--- src/hw/rtl/rlsa_pkg.sv ---
// ----------------------------------------------------------------------------
// rlsa_pkg
// Shared widths, codes and reset values for the steering actuator step.
// ----------------------------------------------------------------------------
package rlsa_pkg;

  localparam int DATA_W = 32;
  localparam int RATE_W = 31;
  localparam int STEP_W = 25;
  localparam int CASE_W = 2;
  localparam int IDX_W  = 3;

  localparam logic signed [DATA_W-1:0] MIN_STEER_ANGLE_DEF = -32'sd8388608;
  localparam logic signed [DATA_W-1:0] MAX_STEER_ANGLE_DEF = 32'sd8388608;

  typedef enum logic [IDX_W-1:0] {
    REG_A11  = 3'd0,
    REG_A12  = 3'd1,
    REG_A21  = 3'd2,
    REG_A22  = 3'd3,
    REG_B1   = 3'd4,
    REG_B2   = 3'd5,
    REG_RATE = 3'd6,
    REG_STEP = 3'd7
  } reg_idx_t;

  typedef enum logic [CASE_W-1:0] {
    CASE_LINEAR = 2'd0,
    CASE_WHOLE  = 2'd1,
    CASE_MID    = 2'd2
  } limit_case_t;

  typedef struct packed {
    logic signed [DATA_W-1:0] angle_request;
  } in_word_t;

  typedef struct packed {
    logic signed [DATA_W-1:0] angle_out;
    logic signed [DATA_W-1:0] rate_out;
    logic [CASE_W-1:0]        limit_case;
  } out_word_t;

  typedef struct packed {
    logic [IDX_W-1:0]  index;
    logic [DATA_W-1:0] data;
  } cfg_word_t;

endpackage

--- src/hw/rtl/rlsa_if.sv ---
// ----------------------------------------------------------------------------
// rlsa_if
// Valid/ready channel carrying one word.
// ----------------------------------------------------------------------------
interface rlsa_if #(parameter type word_t = logic) ();
  logic  valid;
  logic  ready;
  word_t data;
  modport source (output valid, output data, input ready);
  modport sink   (input valid, input data, output ready);
endinterface

--- src/hw/rtl/rate_limited_steering_actuator_step.sv ---
// ----------------------------------------------------------------------------
// rate_limited_steering_actuator_step
// One control step of a rate limited second-order steering actuator.
// ----------------------------------------------------------------------------
// One word is processed at a time. Multiplies are shift-add, one multiplier
// bit per cycle (six for the linear update, up to three for the limited
// cases), and the divide is restoring, one quotient bit per cycle. The next
// word is accepted once the result register is free.
module rate_limited_steering_actuator_step #(
  parameter logic signed [31:0] MIN_STEER_ANGLE = rlsa_pkg::MIN_STEER_ANGLE_DEF,
  parameter logic signed [31:0] MAX_STEER_ANGLE = rlsa_pkg::MAX_STEER_ANGLE_DEF
) (
  input  logic clk,
  input  logic rst_n,
  rlsa_if.sink   in_ch,
  rlsa_if.source out_ch,
  rlsa_if.sink   cfg_ch
);
  import rlsa_pkg::*;

  typedef enum logic [3:0] {
    S_IDLE, S_MUL, S_LIN, S_DEC, S_DIV, S_MAG, S_DONE
  } state_t;

  state_t state_r;
  logic signed [31:0] c_r [6];
  logic [30:0] max_rate_r;
  logic [24:0] step_r;
  logic signed [31:0] ang_r, rat_r, req_r;
  logic signed [31:0] lin_a_r, lin_r_r;
  logic [2:0]  mi_r;       // multiply index
  logic [4:0]  bit_r;
  logic [5:0]  dbit_r;
  logic signed [65:0] acc_r;
  logic [63:0] mcand_r;    // magnitude multiplicand
  logic [31:0] mplier_r;
  logic        neg_r;
  logic [63:0] num_r, quo_r, den_r;
  logic [64:0] rem_r;
  logic [1:0]  mode_r;
  logic [31:0] abs_old_r;
  logic [63:0] tacc_r, s_r;
  logic        out_v_r;
  out_word_t   out_r;

  assign in_ch.ready  = (state_r == S_IDLE) && !out_v_r;
  assign cfg_ch.ready = 1'b1;
  assign out_ch.valid = out_v_r;
  assign out_ch.data  = out_r;

  function automatic logic signed [31:0] sat(input logic signed [65:0] x);
    logic signed [65:0] r;
    r = x >>> 24;
    if (r > 66'sd2147483647) return 32'sh7fffffff;
    if (r < -66'sd2147483648) return 32'sh80000000;
    return r[31:0];
  endfunction

  logic signed [31:0] mc_sel, mx_sel;
  always_comb begin
    case (mi_r)
      3'd0: begin mc_sel = c_r[0]; mx_sel = ang_r; end
      3'd1: begin mc_sel = c_r[1]; mx_sel = rat_r; end
      3'd2: begin mc_sel = c_r[4]; mx_sel = req_r; end
      3'd3: begin mc_sel = c_r[2]; mx_sel = ang_r; end
      3'd4: begin mc_sel = c_r[3]; mx_sel = rat_r; end
      default: begin mc_sel = c_r[5]; mx_sel = req_r; end
    endcase
  end

  logic [31:0] abs_lin;
  logic [64:0] rem_sh;
  logic signed [33:0] na;
  always_comb begin
    abs_lin = lin_r_r[31] ? 32'(-lin_r_r) : lin_r_r;
    rem_sh  = {rem_r[63:0], num_r[63]};
    na = {{2{ang_r[31]}}, ang_r};
  end

  logic signed [33:0] newa;
  always_comb begin
    newa = neg_r ? na - $signed({2'b00, s_r[31:0]}) : na + $signed({2'b00, s_r[31:0]});
  end

  always_ff @(posedge clk) begin
    if (!rst_n) begin
      state_r <= S_IDLE;
      out_v_r <= 1'b0;
      c_r[0] <= 32'sd16777216; c_r[1] <= '0; c_r[2] <= '0;
      c_r[3] <= 32'sd16777216; c_r[4] <= '0; c_r[5] <= '0;
      max_rate_r <= 31'd167772160;
      step_r <= 25'd167772;
      ang_r <= '0;
      rat_r <= '0;
    end else begin
      if (out_ch.valid && out_ch.ready) out_v_r <= 1'b0;
      if (cfg_ch.valid) begin
        case (reg_idx_t'(cfg_ch.data.index))
          REG_A11:  c_r[0] <= cfg_ch.data.data;
          REG_A12:  c_r[1] <= cfg_ch.data.data;
          REG_A21:  c_r[2] <= cfg_ch.data.data;
          REG_A22:  c_r[3] <= cfg_ch.data.data;
          REG_B1:   c_r[4] <= cfg_ch.data.data;
          REG_B2:   c_r[5] <= cfg_ch.data.data;
          REG_RATE: max_rate_r <= cfg_ch.data.data[30:0];
          REG_STEP: step_r <= cfg_ch.data.data[24:0];
          default: ;
        endcase
      end
      case (state_r)
        S_IDLE: begin
          if (in_ch.valid && in_ch.ready) begin
            req_r <= in_ch.data.angle_request;
            mi_r <= '0;
            bit_r <= '0;
            acc_r <= '0;
            state_r <= S_MUL;
          end
        end
        S_MUL: begin
          // acc += sign-extended c * bit of x (two's complement, top bit negative)
          if (mx_sel[bit_r[4:0]]) begin
            if (bit_r == 5'd31)
              acc_r <= acc_r - ($signed({{34{mc_sel[31]}}, mc_sel}) <<< 31);
            else
              acc_r <= acc_r + ($signed({{34{mc_sel[31]}}, mc_sel}) <<< bit_r[4:0]);
          end
          if (bit_r == 5'd31) begin
            bit_r <= '0;
            if (mi_r == 3'd2 || mi_r == 3'd5) state_r <= S_LIN;
            else mi_r <= mi_r + 3'd1;
          end else begin
            bit_r <= bit_r + 5'd1;
          end
        end
        S_LIN: begin
          if (mi_r == 3'd2) begin
            lin_a_r <= sat(acc_r + 66'sd8388608);
            acc_r <= '0;
            mi_r <= 3'd3;
            state_r <= S_MUL;
          end else begin
            lin_r_r <= sat(acc_r + 66'sd8388608);
            state_r <= S_DEC;
          end
        end
        S_DEC: begin
          neg_r <= lin_r_r[31];
          abs_old_r <= rat_r[31] ? 32'(-rat_r) : rat_r;
          if ({1'b0, abs_lin} <= {2'b00, max_rate_r}) begin
            s_r <= {{32{lin_a_r[31]}}, lin_a_r};
            mode_r <= CASE_LINEAR;
            state_r <= S_DONE;
          end else if (((rat_r[31] ? 33'(-{rat_r[31], rat_r}) : {1'b0, rat_r}))
                       >= {2'b00, max_rate_r}) begin
            mode_r <= CASE_WHOLE;
            mcand_r <= {33'd0, max_rate_r};
            mplier_r <= {7'd0, step_r};
            acc_r <= '0;
            bit_r <= '0;
            state_r <= S_MAG;
          end else begin
            mode_r <= CASE_MID;
            mcand_r <= {33'd0, max_rate_r} -
                       {32'd0, (rat_r[31] ? 32'(-rat_r) : rat_r)};
            mplier_r <= {7'd0, step_r};
            acc_r <= '0;
            bit_r <= '0;
            mi_r <= '0;
            state_r <= S_MAG;
          end
        end
        S_MAG: begin
          if (mplier_r[bit_r[4:0]])
            acc_r <= acc_r + $signed({2'b00, mcand_r << bit_r[4:0]});
          if (bit_r == 5'd31) begin
            bit_r <= '0;
            if (mode_r == CASE_WHOLE) begin
              s_r <= 64'((acc_r + (mplier_r[31] ? $signed({2'b00, mcand_r << 31}) : 66'sd0)
                     + 66'sd8388608) >>> 24);
              state_r <= S_DONE;
            end else if (mi_r == 3'd0) begin
              // numerator ready; start divide
              num_r <= 64'(acc_r + (mplier_r[31] ? $signed({2'b00, mcand_r << 31}) : 66'sd0)
                       + $signed({34'd0, 32'(abs_lin - abs_old_r) >> 1}));
              den_r <= {32'd0, abs_lin - abs_old_r};
              rem_r <= '0;
              quo_r <= '0;
              dbit_r <= '0;
              state_r <= S_DIV;
            end else if (mi_r == 3'd1) begin
              s_r <= 64'(acc_r + (mplier_r[31] ? $signed({2'b00, mcand_r << 31}) : 66'sd0));
              mi_r <= 3'd2;
              mcand_r <= {32'd0, max_rate_r, 1'b0};
              mplier_r <= {7'd0, step_r - 25'(tacc_r)};
              acc_r <= '0;
            end else begin
              s_r <= 64'(($signed({2'b00, s_r}) + acc_r
                     + (mplier_r[31] ? $signed({2'b00, mcand_r << 31}) : 66'sd0)
                     + 66'sd16777216) >>> 25);
              state_r <= S_DONE;
            end
          end else begin
            bit_r <= bit_r + 5'd1;
          end
        end
        S_DIV: begin
          num_r <= num_r << 1;
          if (rem_sh >= {1'b0, den_r}) begin
            rem_r <= rem_sh - {1'b0, den_r};
            quo_r <= {quo_r[62:0], 1'b1};
          end else begin
            rem_r <= rem_sh;
            quo_r <= {quo_r[62:0], 1'b0};
          end
          if (dbit_r == 6'd63) begin
            state_r <= S_MAG;
            mi_r <= 3'd1;
            bit_r <= '0;
            acc_r <= '0;
            mcand_r <= {32'd0, abs_old_r} + {33'd0, max_rate_r};
          end else begin
            dbit_r <= dbit_r + 6'd1;
          end
        end
        default: begin
          // S_DONE
          if (mode_r == CASE_LINEAR) begin
            if (lin_a_r < MIN_STEER_ANGLE) ang_r <= MIN_STEER_ANGLE;
            else if (lin_a_r > MAX_STEER_ANGLE) ang_r <= MAX_STEER_ANGLE;
            else ang_r <= lin_a_r;
            out_r.angle_out <= (lin_a_r < MIN_STEER_ANGLE) ? MIN_STEER_ANGLE :
                               (lin_a_r > MAX_STEER_ANGLE) ? MAX_STEER_ANGLE : lin_a_r;
            rat_r <= lin_r_r;
            out_r.rate_out <= lin_r_r;
          end else begin
            ang_r <= (newa < 34'(MIN_STEER_ANGLE)) ? MIN_STEER_ANGLE :
                     (newa > 34'(MAX_STEER_ANGLE)) ? MAX_STEER_ANGLE : newa[31:0];
            out_r.angle_out <= (newa < 34'(MIN_STEER_ANGLE)) ? MIN_STEER_ANGLE :
                     (newa > 34'(MAX_STEER_ANGLE)) ? MAX_STEER_ANGLE : newa[31:0];
            rat_r <= neg_r ? -$signed({1'b0, max_rate_r}) : $signed({1'b0, max_rate_r});
            out_r.rate_out <= neg_r ? -$signed({1'b0, max_rate_r})
                                    : $signed({1'b0, max_rate_r});
          end
          out_r.limit_case <= mode_r;
          out_v_r <= 1'b1;
          state_r <= S_IDLE;
        end
      endcase
      if (state_r == S_DIV && dbit_r == 6'd63) begin
        tacc_r <= ({quo_r[62:0], (rem_sh >= {1'b0, den_r})} > {39'd0, step_r}) ?
                  {39'd0, step_r} : {quo_r[62:0], (rem_sh >= {1'b0, den_r})};
        mplier_r <= ({quo_r[62:0], (rem_sh >= {1'b0, den_r})} > {39'd0, step_r}) ?
                    {7'd0, step_r} : {quo_r[30:0], (rem_sh >= {1'b0, den_r})};
      end
    end
  end

endmodule

--- src/flat_wrapper.sv ---
// flat-port wrapper written by rule: the top's interface ports become plain ports
module rate_limited_steering_actuator_step_flat import rlsa_pkg::*;
#(
  parameter logic signed [31:0] MIN_STEER_ANGLE = rlsa_pkg::MIN_STEER_ANGLE_DEF,
  parameter logic signed [31:0] MAX_STEER_ANGLE = rlsa_pkg::MAX_STEER_ANGLE_DEF
)
  (clk, rst_n, in_ch_valid, in_ch_data, in_ch_ready, out_ch_valid, out_ch_data, out_ch_ready, cfg_ch_valid, cfg_ch_data, cfg_ch_ready);
  rlsa_if #(.word_t(in_word_t)) in_ch_i ();
  rlsa_if #(.word_t(out_word_t)) out_ch_i ();
  rlsa_if #(.word_t(cfg_word_t)) cfg_ch_i ();
  input  logic clk;
  input  logic rst_n;
  input wire logic [$bits(in_ch_i.valid)-1:0] in_ch_valid;
  input wire logic [$bits(in_ch_i.data)-1:0] in_ch_data;
  output wire logic [$bits(in_ch_i.ready)-1:0] in_ch_ready;
  output wire logic [$bits(out_ch_i.valid)-1:0] out_ch_valid;
  output wire logic [$bits(out_ch_i.data)-1:0] out_ch_data;
  input wire logic [$bits(out_ch_i.ready)-1:0] out_ch_ready;
  input wire logic [$bits(cfg_ch_i.valid)-1:0] cfg_ch_valid;
  input wire logic [$bits(cfg_ch_i.data)-1:0] cfg_ch_data;
  output wire logic [$bits(cfg_ch_i.ready)-1:0] cfg_ch_ready;
  assign in_ch_i.valid = in_ch_valid;
  assign in_ch_i.data = in_ch_data;
  assign in_ch_ready = in_ch_i.ready;
  assign out_ch_valid = out_ch_i.valid;
  assign out_ch_data = out_ch_i.data;
  assign out_ch_i.ready = out_ch_ready;
  assign cfg_ch_i.valid = cfg_ch_valid;
  assign cfg_ch_i.data = cfg_ch_data;
  assign cfg_ch_ready = cfg_ch_i.ready;
  rate_limited_steering_actuator_step #(.MIN_STEER_ANGLE(MIN_STEER_ANGLE), .MAX_STEER_ANGLE(MAX_STEER_ANGLE)) u_core (.clk(clk), .rst_n(rst_n), .in_ch(in_ch_i), .out_ch(out_ch_i), .cfg_ch(cfg_ch_i));
endmodule
--- config.mk ---
export PLATFORM = sky130hd
export DESIGN_NAME = rate_limited_steering_actuator_step_flat
export DESIGN_NICKNAME = d
export VERILOG_FILES = /design/src/hw/rtl/rlsa_pkg.sv /design/src/hw/rtl/rlsa_if.sv /design/src/hw/rtl/rate_limited_steering_actuator_step.sv /design/src/flat_wrapper.sv
export SDC_FILE = /design/constraint.sdc
export NUM_CORES = 2
export LEC_CHECK = 0
export BUFFER_PORTS_ARGS = -buffer_cell sky130_fd_sc_hd__clkbuf_2
export CORE_ASPECT_RATIO = 1.4
export CORE_MARGIN = 8
export CORE_UTILIZATION = 50
export CTS_BUF_LIST = sky130_fd_sc_hd__clkbuf_8
export DETAILED_ROUTE_END_ITERATION = 12
export PLACE_DENSITY = 0.68
export SYNTH_ARGS = -nofsm -noshare
export SYNTH_HDL_FRONTEND = slang
export SYNTH_SLANG_ARGS = --single-unit
--- constraint.sdc ---
create_clock -name clk -period 17.51 [get_ports clk]
set_clock_uncertainty 0.1 [all_clocks]
set_input_delay 0 -clock clk [delete_from_list [all_inputs] [get_ports clk]]
set_output_delay 0 -clock clk [all_outputs]
set_load 0.1 [all_outputs]
======== Word level (Yosys, flattened, before mapping) ========
Memories as Yosys holds them, arrays and structs flattened.
Index checks and enable logic that the tools add are counted.
storage, ports and cells
  flip-flop bits (word level) ............. 810
  RAM bits ................................ 192
  bits of input ports ..................... 72
  output and inout port bits .............. 69
  memories ................................ 1
operators by class
  add/subtract/negate cells ............... 24
  order comparisons ....................... 11
  equal/unequal tests ..................... 44
  shift operators ......................... 2
  mux-type cells .......................... 157
  bitwise logic cells ..................... 9
  reduce and logical (&&, ||, !) cells .... 38
memories
  memory      words  bits a word  read ports  clocked after Yosys merged registers in  write ports  line                                       RTL
  u_core.c_r  6      32           6           0                                        6            rate_limited_steering_actuator_step.sv:26  logic signed [31:0] c_r [6];
operators with widths
  kind                                                              number
  64-bit 2-to-1 mux                                                 21
  32-bit 2-to-1 mux                                                 28
  66-bit 2-to-1 mux                                                 11
  66-bit case mux with 6 select lines                               1
  64-bit case mux with 2 select lines                               3
  64-bit case mux with 3 select lines                               1
  63-bit 2-to-1 mux                                                 3
  32-bit case mux with 5 select lines                               1
  66-bit by 25-bit adder with 66-bit output, second input constant  2
  66-bit by 65-bit adder with 66-bit output                         2
  66-bit adder                                                      2
  32-bit case mux with 2 select lines                               2
  63-bit case mux with 2 select lines                               1
  65-bit by 66-bit adder with 66-bit output                         1
  66-bit by 26-bit adder with 66-bit output, second input constant  1
  32-bit by 5-bit <<< shifter with 66-bit output                    1
  66-bit by 63-bit subtractor with 66-bit output                    1
  65-bit by 32-bit >= comparator with 1-bit output                  1
  64-bit by 32-bit adder with 64-bit output                         1
  64-bit by 25-bit greater-than comparator with 1-bit output        1
  32-bit negator                                                    2
  64-bit by 5-bit left shift with 64-bit output                     1
  64-bit by 32-bit subtractor with 64-bit output                    1
  1-bit 2-to-1 mux                                                  46
  69 further kinds                                                  150

======== Logic depth before layout (Yosys ltp) ========
  word-level depth ........................ 12
  depth in mapped cells ................... 33
  mapped depth without buffers ............ 33

======== Least setup slack after synthesis ========
Ideal clock, no wire load.
  kind .................................... register -> register
  start ................................... register u_core.bit_r[2]
  end ..................................... register u_core.dbit_r[0], enable pin
  library setup time ...................... 0.337 ns
  arrival ................................. 17.807 ns
  data required time ...................... 17.073 ns
  path slack .............................. -0.735 ns
  cell stages (with the launch flop) ...... 12
  path buffers ............................ 6
  clock period less this slack ............ 18.245 ns
  path through ............................ edfxtp_1 > clkbuf_1 > buf_1 > clkbuf_1 > clkbuf_1 > and3_1 > ha_1 > clkbuf_1 > buf_1 > nand2_1 > a211oi_1 > and2_1
on the way
  word-level cells in the longest chain between the ends .. 3
ends and longest elaborated chain
  item                                                        line                                        RTL
  from (decl)                                                 rate_limited_steering_actuator_step.sv:32   logic [4:0] bit_r;
  from (signal assigned)                                      rate_limited_steering_actuator_step.sv:133  bit_r <= bit_r + 5'd1;
  from (signal assigned)                                      rate_limited_steering_actuator_step.sv:204  bit_r <= bit_r + 5'd1;
  5-bit equality test                                         rate_limited_steering_actuator_step.sv:176  if (bit_r == 5'd31) begin
  2-bit by 1-bit inequality test with 1-bit output (no line)  -
  6-bit AND reduction (no line)                               -
  to (signal assigned)                                        rate_limited_steering_actuator_step.sv:223  dbit_r <= dbit_r + 6'd1;
  to (decl)                                                   rate_limited_steering_actuator_step.sv:33   logic [5:0] dbit_r;
No other way between the ends.
A chain may end at the register's enable or synchronous reset.

======== Final worst setup path ========
  start ................................... register u_core.mi_r[0]
  end ..................................... register u_core.acc_r[62] (data pin)
on the way
  word-level cells in the longest chain between the ends .. 7
ends and longest elaborated chain
  item                                            line                                        RTL
  from (decl)                                     rate_limited_steering_actuator_step.sv:31   logic [2:0] mi_r;
  from (signal assigned)                          rate_limited_steering_actuator_step.sv:131  else mi_r <= mi_r + 3'd1;
  3-bit equality test (tied with other cells)     rate_limited_steering_actuator_step.sv:61   case (mi_r)
  32-bit case mux with 5 select lines             rate_limited_steering_actuator_step.sv:61
  32-bit by 5-bit <<< shifter with 66-bit output  rate_limited_steering_actuator_step.sv:126  acc_r <= acc_r + ($signed({{34{mc_sel[31]}}, mc_sel}) <<< bit_r[4:0]);
  66-bit adder                                    rate_limited_steering_actuator_step.sv:126
  66-bit 2-to-1 mux                               rate_limited_steering_actuator_step.sv:123  if (bit_r == 5'd31)
  66-bit 2-to-1 mux                               rate_limited_steering_actuator_step.sv:122  if (mx_sel[bit_r[4:0]]) begin
  66-bit case mux with 6 select lines (*)         rate_limited_steering_actuator_step.sv:110  case (state_r)
  to (signal assigned)                            rate_limited_steering_actuator_step.sv:124  acc_r <= acc_r - ($signed({{34{mc_sel[31]}}, mc_sel}) <<< 31);
  to (signal assigned)                            rate_limited_steering_actuator_step.sv:126
  to (signal assigned)                            rate_limited_steering_actuator_step.sv:175  acc_r <= acc_r + $signed({2'b00, mcand_r << bit_r[4:0]});
  to (decl)                                       rate_limited_steering_actuator_step.sv:34   logic signed [65:0] acc_r;
Mark *: on every way between the ends. The rest lies on a longest branch, timed or not. The select of a mux whose other input is x is not followed.

==> flow_metrics.py <==
metrics = {
    "place": {
        "gp_congestion": 1.062,
        "io_buffers": 139,
        "place_inst": 10360,
        "place_area_sq_um": 80270,
        "place_hpwl_um": 232800,
        "pre_cts_ws_ns": 8.467,
    },
    "sta": {
        "slew_violations": 0,
        "clock.fmax_mhz": 107.1,
        "rsz0062_at_grt": "false",
        "setup-violations-final": 0,
        "finalHoldViolCount": 0,
        "layout_setup_ws_ns": 8.172,
        "fin_crit_sh": 0.5333,
        "layout_min_cycle_time_ns": 9.338,
        "finalSetupTns_ns": 0,
        "slew_headroom": 0.1223,
        "tightest_slew_ns": 1.303,
    },
    "pwr": {
        "p_int_uw": 8496,
        "pwr-share-seq": 0.179,
        "total_power_uw": 18170,
        "ir_drop_mv": 0.1247,
        "power_density_nw_per_um2": 213.2,
        "power.net_switching_uw": 9670,
        "p_sw_frac": 0.5323,
        "clock_power_share": 0.117,
        "leakage_uw": 0.03406,
        "power_frac_comb": 0.704,
    },
    "global_route": {
        "gr-total-overflow": 0,
        "grt_use_total": 0.3500,
        "grt_pass1_vias": 67780,
        "grt_max_degree": 146,
        "grt_first_pass_wirelength_um": 441200,
        "antenna_found_initial": 20,
    },
    "routing": {
        "viasPerCell": 6.518,
        "drt_iter0_markers": 8167,
        "routed_wl_um": 304200,
        "via_count": 70670,
        "drc": 0,
        "ant_nets": 0,
        "wl_per_cell_um": 28.06,
        "dr.pass1.iters": 8,
    },
    "clocking": {
        "clk_latency_ns": 0.98,
        "ctsRootBufferMaster": "clkbuf_8",
        "clk_pin_slew_ns": 0.06,
        "ctsResizeCount": 0,
        "cts_setup_buffers": 0,
        "cts.path.max_buffers": 3,
        "cts_tree": "yes",
        "cts.sinks": 971,
        "h-tree-depth": 4,
        "cts_buffers": 161,
    },
    "min_path": {
        "hold_class": "in2reg",
    },
    "final_layout": {
        "syn2layout_area_growth_pct": 10.56,
        "fin_area_sq_um": 85210,
        "fin_nets": 9432,
        "fin_cells": 10840,
        "final_layout_size_suffix_gt1_frac": 0.08112,
    },
    "synthesis": {
        "yosys-top-cells-count": "edfxtp_1 (847), nand2_1 (839), a21oi_1 (728)",
        "syn-cell-area_sq_um": 77080,
        "syn_inst": 8469,
        "async_flop_share": 0,
        "synth_edf_count": 847,
        "ys_ff_latch": 971,
        "netlist_top_cells_area": "edfxtp_1 (33%), ha_1 (9.8%), a21oi_1 (4.7%), xnor2_1 (4.6%), nand2_1 (4.1%)",
        "yosysMostFrequentCell": "edfxtp_1",
        "syn_area_per_cell_sq_um": 9.101,
        "synth_area_leader_cell": "edfxtp_1",
        "yosysSeqAreaShare": 0.3622,
        "yosys_warnings": 0,
        "yosysUniqueCellTypes": 114,
        "yosys.area.top_type_share": 0.3300,
        "synth_ff_type": "edfxtp_1",
    },
    "floorplanning": {
        "core_area_sq_um": 153100,
        "die_h_um": 480.6,
        "num_rows": 170,
        "die_area_sq_um": 167200,
        "io_pins": 141,
        "die_x_um": 347.8,
        "start_util": 0.5033,
    },
    "outcome": {
        "status": "complete, no violations",
    },
    "run": {
        "cap_violations": 0,
    },
    "setup_path": {
        "arrival_ns": 9.92,
        "critPathLaunchType": "register",
        "crit_type": "reg2reg",
        "required_ns": 18.09,
        "cp_max_fo": 64,
        "critPathCaptureType": "register",
    },
}
-- power by group through the flow --
stage               clock network [uW]  registers, uW  logic [uW]
finish                            2130           3240       12800
global route                      2240           3240       13600
CTS                               2140           3230       12500
detailed placement                   0           3270       12300
global placement                     0           3260       12300
floorplan                            0           3260        8330
-- registers in the layout (all words and copies together) (netlist names), 34 cells and up --
register,cells
u_core.acc_r,66
u_core.c_r,192
u_core.mcand_r,34
u_core.num_r,64
u_core.out_ch.data,66
u_core.quo_r,63
u_core.rem_r,64
u_core.s_r,64
-- per-layer routing --
metal,vias up,part of all wire,global-route usage
met5,-,0.00019,0.0002914
met1,33860,0.37,0.4161
met3,1111,0.094,0.07153
met2,3960,0.45,0.5586
li1,31730,-,-
met4,8,0.091,0.2613
-- cell usage in the layout, fill, tap and decap left out, types with 109 or more instances in the layout --
master | netlist | layout
xnor2_1 | 404 | 404
and2_1 | 329 | 328
dfxtp_1 | 124 | 124
nor2_1 | 636 | 624
nand2_1 | 839 | 838
xor2_1 | 228 | 228
inv_1 | 327 | 380
nand4_1 | 109 | 109
a21oi_1 | 728 | 728
mux2i_1 | 232 | 231
o21ai_0 | 615 | 611
nor3_1 | 135 | 131
dlygate4sd3_1 | 0 | 164
buf_4 | 6 | 167
a21o_1 | 299 | 299
edfxtp_1 | 847 | 847
clkbuf_2 | 1 | 139
ha_1 | 603 | 603
nand3_1 | 147 | 147
clkbuf_8 | 0 | 170
-- final cells by class --
| cell class | count | area, sq um |
|---|---|---|
| Clock buffer | 170 | 2340 |
| Multi-Input combinational cell | 6776 | 46660 |
| Antenna cell | 12 | 30.03 |
| Inverter | 332 | 1247 |
| Tap cell | 1978 | 2475 |
| Timing Repair Buffer | 471 | 3611 |
| Sequential cell | 971 | 27920 |
| Clock inverter | 131 | 928.4 |
| Fill cell | 13780 | 67930 |
-- cells by family after synthesis --
family / after synthesis / share of synthesized area
AOI/OAI and AO/OA: 2527 / 0.2075
xor gates and xnor gates: 635 / 0.07260
adders and majority gates: 647 / 0.1093
buffers and inverters: 728 / 0.03612
DFF: 971 / 0.3622
muxes: 292 / 0.04532
other: 2 / 0.00009744
and+or+nand+nor: 2667 / 0.1668
-- worst max-delay path: stages, from the launching register on --
cell      delay, ns
edfxtp_1       0.45
inv_1          0.14
ha_1           0.24
clkinv_1       0.93
o21ai_2        0.42
buf_4          0.38
or3_2          0.22
buf_4          0.49
o21ai_0        0.42
mux2i_1        0.31
mux2i_1        0.16
mux2i_1        0.34
mux2i_1        0.16
o22ai_1        0.35
ha_1           0.41
a21oi_1        0.33
o21ai_0        0.16
and3_1         0.22
o41a_1         0.30
a211oi_1       0.63
o21ba_2        0.28
o21ai_1        0.12
a221oi_1       0.62
o41ai_1        0.24
a41oi_1        0.26
a311oi_1       0.09
xnor2_1        0.19
o22ai_1        0.10
-- through the flow --
stage	util	hold WS, ns
finish	0.5564	0.1455
floorplan	-	-0.001131
global route	0.5563	0.1654
global placement	0.5242	0.07937
detailed placement	0.5242	0.07921
CTS	0.5562	0.08499
-- final timing paths --
kind | from | end | slack [ns] | cells past startpoint
worst max-delay path | u_core.mi_r[0] | u_core.acc_r[62] | 8.17 | 27
worst min-delay path | cfg_ch_data[34] | u_core.c_r[0][86] | 0.15 | 3
worst max register to register | u_core.mi_r[0] | u_core.acc_r[62] | 8.17 | 27
worst min register to register | u_core.num_r[5] | u_core.num_r[6] | 0.38 | 2
-- timing repair --
action / CTS / global route
hold endpoints to repair: 579 / 0
hold buffers: 164 / 0
endpoints found under the setup margin: 0 / 0
Power figures use the tool's default switching activity.
